`src/sv/bfnp_pkg.sv`:
```
// Shared types, constants and codes for the nearest-point search block.
package bfnp_pkg;

   // Field widths fixed by the request and response formats
   localparam int IDX_W         = 12;
   localparam int COORD_FIELD_W = 16;
   localparam int CNT_W         = 13;
   localparam int DIST_OUT_W    = 34;
   localparam int REQ_TDATA_W   = 64;
   localparam int RSP_TDATA_W   = 48;
   localparam int RSP_TUSER_W   = 2;

   // Request tdata layout
   localparam int REQ_IDX_LSB = 0;
   localparam int REQ_X_LSB   = REQ_IDX_LSB + IDX_W;
   localparam int REQ_Y_LSB   = REQ_X_LSB + COORD_FIELD_W;
   localparam int REQ_Z_LSB   = REQ_Y_LSB + COORD_FIELD_W;

   // Default sizing
   localparam int MAX_POINTS_DEF = 4096;
   localparam int LANES_DEF      = 8;
   localparam int COORD_BITS_DEF = 16;

   // Latencies of the datapath pieces, in cycles
   localparam int DIV_LAT  = 2;
   localparam int WR_LAT   = 2 * DIV_LAT;
   localparam int PIPE_LAT = 4;
   localparam int WAIT_W   = 3;

   typedef enum logic {
      OP_WRITE = 1'b0,
      OP_QUERY = 1'b1
   } op_type;

   typedef enum logic [1:0] {
      RSP_FOUND,
      RSP_EMPTY,
      RSP_ERROR
   } rsp_kind_type;

   typedef enum logic [3:0] {
      ST_IDLE,
      ST_WR_WAIT,
      ST_WR_COMMIT,
      ST_Q_WAIT,
      ST_Q_DECIDE,
      ST_SCAN,
      ST_DRAIN,
      ST_REDUCE,
      ST_RESULT
   } state_type;

   typedef struct packed {
      logic         capture;
      logic         wr_en;
      logic         scan_init;
      logic         issue;
      logic         red_step;
      logic         load_rsp;
      rsp_kind_type rsp_kind;
   } dp_cmd_type;

   typedef struct packed {
      logic count_err;
      logic count_zero;
      logic issue_last;
      logic red_last;
   } dp_status_type;

endpackage

```
`src/sv/bfnp_ctrl.sv`:
```
// Controller state machine: sequences writes, scans, reduction and response.
module bfnp_ctrl
   import bfnp_pkg::*;
(
   input  logic          clock,
   input  logic          reset,
   input  logic          req_tvalid,
   input  logic          req_tuser,
   output logic          req_tready,
   output logic          rsp_tvalid,
   input  logic          rsp_tready,
   output dp_cmd_type    cmd,
   input  dp_status_type status
);

   state_type    state_ff, state_in;
   logic [WAIT_W-1:0] wait_ff, wait_in;
   rsp_kind_type kind_ff, kind_in;
   logic         rsp_valid_ff, rsp_valid_in;

   always_ff @(posedge clock) begin
      if (reset) begin
         state_ff     <= ST_IDLE;
         wait_ff      <= '0;
         kind_ff      <= RSP_EMPTY;
         rsp_valid_ff <= 1'b0;
      end else begin
         state_ff     <= state_in;
         wait_ff      <= wait_in;
         kind_ff      <= kind_in;
         rsp_valid_ff <= rsp_valid_in;
      end
   end

   always_comb begin
      state_in     = state_ff;
      wait_in      = wait_ff + WAIT_W'(1);
      kind_in      = kind_ff;
      req_tready   = 1'b0;
      cmd          = '0;
      cmd.rsp_kind = kind_ff;
      rsp_valid_in = rsp_valid_ff && !rsp_tready;

      unique case (state_ff)
         ST_IDLE: begin
            req_tready = 1'b1;
            wait_in    = '0;
            if (req_tvalid) begin
               cmd.capture = 1'b1;
               if (op_type'(req_tuser) == OP_QUERY) begin
                  state_in = ST_Q_WAIT;
               end else begin
                  state_in = ST_WR_WAIT;
               end
            end
         end
         ST_WR_WAIT: begin
            if (wait_ff == WAIT_W'(WR_LAT - 1)) begin
               state_in = ST_WR_COMMIT;
            end
         end
         ST_WR_COMMIT: begin
            cmd.wr_en = 1'b1;
            state_in  = ST_IDLE;
         end
         ST_Q_WAIT: begin
            if (wait_ff == WAIT_W'(DIV_LAT - 1)) begin
               state_in = ST_Q_DECIDE;
            end
         end
         ST_Q_DECIDE: begin
            wait_in = '0;
            priority if (status.count_err) begin
               kind_in  = RSP_ERROR;
               state_in = ST_RESULT;
            end else if (status.count_zero) begin
               kind_in  = RSP_EMPTY;
               state_in = ST_RESULT;
            end else begin
               cmd.scan_init = 1'b1;
               state_in      = ST_SCAN;
            end
         end
         ST_SCAN: begin
            cmd.issue = 1'b1;
            wait_in   = '0;
            if (status.issue_last) begin
               state_in = ST_DRAIN;
            end
         end
         ST_DRAIN: begin
            if (wait_ff == WAIT_W'(PIPE_LAT - 1)) begin
               state_in = ST_REDUCE;
            end
         end
         ST_REDUCE: begin
            cmd.red_step = 1'b1;
            if (status.red_last) begin
               kind_in  = RSP_FOUND;
               state_in = ST_RESULT;
            end
         end
         ST_RESULT: begin
            if (!rsp_valid_ff || rsp_tready) begin
               cmd.load_rsp = 1'b1;
               rsp_valid_in = 1'b1;
               state_in     = ST_IDLE;
            end
         end
         default: begin
            state_in = ST_IDLE;
         end
      endcase
   end

   assign rsp_tvalid = rsp_valid_ff;

endmodule

```
`config.mk`:
```
export PLATFORM = sky130hd
export DESIGN_NAME = bfnp_ctrl
export DESIGN_NICKNAME = d
export VERILOG_FILES = /design/src/sv/bfnp_pkg.sv /design/src/sv/bfnp_ctrl.sv
export SDC_FILE = /design/constraint.sdc
export NUM_CORES = 1
export LEC_CHECK = 0
export ABC_CLOCK_PERIOD_IN_PS = 2800
export BUFFER_PORTS_ARGS = -buffer_cell sky130_fd_sc_hd__clkbuf_2
export CORE_AREA = 2 2 39 41
export CTS_CLUSTER_DIAMETER = 50
export CTS_CLUSTER_SIZE = 24
export DETAILED_ROUTE_END_ITERATION = 8
export DIE_AREA = 0 0 41 43
export MAX_ROUTING_LAYER = met4
export PLACE_DENSITY = 0.83
export SLEW_MARGIN = 20
export SYNTH_ARGS = -nofsm -noshare
export SYNTH_HDL_FRONTEND = slang
export SYNTH_SLANG_ARGS = --single-unit
```
`constraint.sdc`:
```
create_clock -name clock -period 2.8 [get_ports clock]
set_input_delay 0.84 -clock clock [delete_from_list [all_inputs] [get_ports clock]]
set_output_delay 0.84 -clock clock [all_outputs]
set_load 0.01 [all_outputs]
```
==> impl_metrics.py <==
metrics = {
    "min_path": {
        "min_delay_src": "wait_ff[0]",
        "hold_class": "reg -> reg",
    },
    "setup_path": {
        "startpoint_type": "register",
        "worst_ep_arrival_time_ps": 1740,
        "critical_path.slowest_cell": "dfxtp_1",
        "worstPathCellList": "or4b_4 > and2b_1 > clkbuf_2",
        "cp_top_family": "simple AND/OR/NAND/NOR gates",
        "crit_start": "state_ff[3]",
        "timing.critical_path.fanout_max": 11,
        "worstSetupEndpointType": "output port",
        "regToRegStartpoint": "state_ff[2]",
        "timing.critical_path.required_ps": 1960,
        "max_stage_delay_ps": 560,
        "criticalPathCategory": "reg -> out",
        "path_buf_inv": 1,
    },
    "synth": {
        "post_synth_xor_area_fraction_pct": 0,
        "seq_area_frac_synth_pct": 30.0,
        "yosysWarningCount": 0,
        "yosys.area_share.simple_pct": 39.4,
        "synth.mux.area_fraction_pct": 4.50,
        "synth_flop_cell": "dfxtp_1",
        "synthArstFlopShare_pct": 0,
        "postSynthCellCount": 77,
        "synth_top_family_by_area": "simple AND/OR/NAND/NOR gates",
        "synthAdderAreaFrac_pct": 5.63,
        "syn-mean-instance-area_um2": 8.66,
        "post_synth_num_cell_types": 33,
        "yosys_register_bits": 10,
        "yosysTopAreaCellShare_pct": 30.0,
        "post_synth_main_area_contributors": "dfxtp_1, nor2_1, ha_1",
        "synth_edf_count": 0,
        "synth.largest_area_cell": "dfxtp_1",
        "syn-num-nets": 89,
        "syn_area_um2": 667,
        "synth_compound_gate_area_share_pct": 15.4,
    },
    "placed_design": {
        "detailed_place_hpwl_um": 1070,
        "place_congestion": 0.758,
        "instance_count_after_placement_with_tap_cells_included": 108,
        "place.port_buffers": 18,
    },
    "floorplanning": {
        "top_level_ports": 19,
        "chipHeight_um": 43,
        "initial_utilization_pct": 48.2,
        "die_area_um2": 1760,
        "rows": 14,
        "design.core.area_um2": 1380,
        "die_w_um": 41,
    },
    "timing": {
        "grt_setup_unrepaired": "false",
        "timing.final.crit_period_ps": 2580,
        "slew_viol_final": 0,
        "setup_viol": 0,
        "max-slew-margin-rel_pct": 64.6,
        "fin_tns_setup_ps": 0,
        "worst_slew_pin_slew_ps": 529,
        "fin_crit_sh_pct": 92.2,
        "final_hold_viols": 0,
        "timing.fmax_ghz": 0.387,
        "skew_ps": 0.837,
    },
    "detailed_routing": {
        "drc": 0,
        "detail_route.wirelength_um": 1460,
        "starting_drt_drc_count": 13,
        "avgRoutedWirePerCell_um": 13.0,
        "route.vias.total": 628,
        "detail_route.vias_per_cell": 5.61,
        "postRouteAntennaNets": 0,
        "drtPass1Iterations": 4,
    },
    "global_routing": {
        "groute.layer.met3.usage_pct": 3.14,
        "groute.usage.overall_pct": 19.6,
        "groute.layer.met2.usage_pct": 25.3,
        "grt_most_used_layer": "met1",
        "number_of_global_route_vias_before_repair": 505,
        "grt_remaining_overflow": 0,
        "largest_net_degree_at_the_start_of_global_routing": 18,
        "grt_util_met1_pct": 28.6,
        "initial_antenna_violation_count": 0,
        "wire_length_of_the_first_global_routing_pass_um": 2270,
    },
    "power": {
        "leakage_nw": 0.330,
        "cellPowerDensity_nw_per_um2": 810,
        "p_total_uw": 647,
        "max_ir_drop_vdd_v": 0.000387,
    },
    "clock_tree": {
        "numClockSinks": 10,
        "htree_levels": 1,
        "clock_tree.root_cell": "clkbuf_4",
        "cts_tree": "done",
        "ctsHoldBuffers": 0,
        "clkLatencyLatePin_ps": 260,
        "post_cts_resized": 0,
        "cts.clk_slew.worst_paths_ps": 70,
        "clock_tree.buffer_depth": 2,
        "tritoncts.num_buffers": 3,
        "number_of_buffers_inserted_to_repair_setup_after_cts": 0,
    },
    "outcome": {
        "outcome": "completed",
    },
    "layout": {
        "fillerInstances": 130,
        "post-route-util_pct": 57.7,
        "diodes": 0,
        "drive_above_1_share_pct": 31.3,
        "flow.area_growth_from_synthesis_pct": 19.7,
        "num-nets-final": 109,
        "layoutNonFillerInstCount": 112,
    },
    "flow_run": {
        "total_of_max_cap_violations": 0,
    },
}
## flip-flops by register name (all words and copies together) (netlist names)
register	cells
kind_ff	2
rsp_tvalid	1
state_ff	4
wait_ff	3
## per-stage QoR
step	instance area [um2]	setup slack (ps)	hold slack [ps]
after detailed placement	762	501	453
after CTS	798	222	468
after floorplan	667	636	421
after global routing	798	141	482
after global placement	762	551	432
final	798	218	464
## final cells by class
class / count / area (um2) / area share (%)
repair buffers: 19 / 97.6 / 12.2
flip-flops and latches: 10 / 200 / 25.1
multi-input cells: 60 / 433 / 54.2
well taps: 16 / 20.0 / 2.51
inverters: 3 / 11.3 / 1.41
clock buffers: 4 / 36.3 / 4.55
## cells in the mapped netlist, types with 2 or more instances
cell	number
nor3_1	4
nor2_1	12
nand2b_1	6
a21oi_2	2
a21oi_1	3
ha_1	3
inv_1	3
buf_2	3
o21ai_1	2
nand2_1	5
mux2i_1	3
dfxtp_1	10
## cell families (layout without fill, tap and decap cells)
family / after synthesis / count (layout)
AOI/OAI and AO/OA: 12 / 12
buffers and inverters: 7 / 26
DFF: 10 / 10
adders and majority gates: 3 / 3
muxes: 3 / 3
and+or+nand+nor: 42 / 42
## metal layers
metal / routed length [um] / part of all wire (%)
met5: 0 / 0
met2: 658 / 45
met4: 18 / 1.2
met1: 700 / 48
met3: 80 / 5.5
## cells in the final DEF (no fill, tap or decap), types with 3 or more instances in the layout
cell type / synthesis / final
ha_1: 3 / 3
a21oi_1: 3 / 3
dfxtp_1: 10 / 10
nand2b_1: 6 / 6
nor2_1: 12 / 12
clkbuf_4: 0 / 3
mux2i_1: 3 / 3
clkbuf_2: 0 / 18
nand2_1: 5 / 5
inv_1: 3 / 3
nor3_1: 4 / 4
## final timing paths
kind,endpoint,slack (ps),depth (start not counted)
worst max-delay path,cmd[2],220,3
worst min-delay path,wait_ff[0],460,1
worst max register to register,kind_ff[1],830,5
worst min register to register,wait_ff[0],460,1
## worst reg2reg max path: cells and delay by family (launching register included)
family	cells	cell delay, ps
simple gates	3	1000
flops	1	620
compound gates	2	300
## power by group
| part | total, mW | switching [mW] | internal [mW] |
|---|---|---|---|
| combinational | 0.311 | 0.167 | 0.143 |
| sequential | 0.206 | 0.0399 | 0.166 |
| clock | 0.130 | 0.0509 | 0.0790 |
| total | 0.647 | 0.258 | 0.389 |
(Power assumes the default switching activity.)
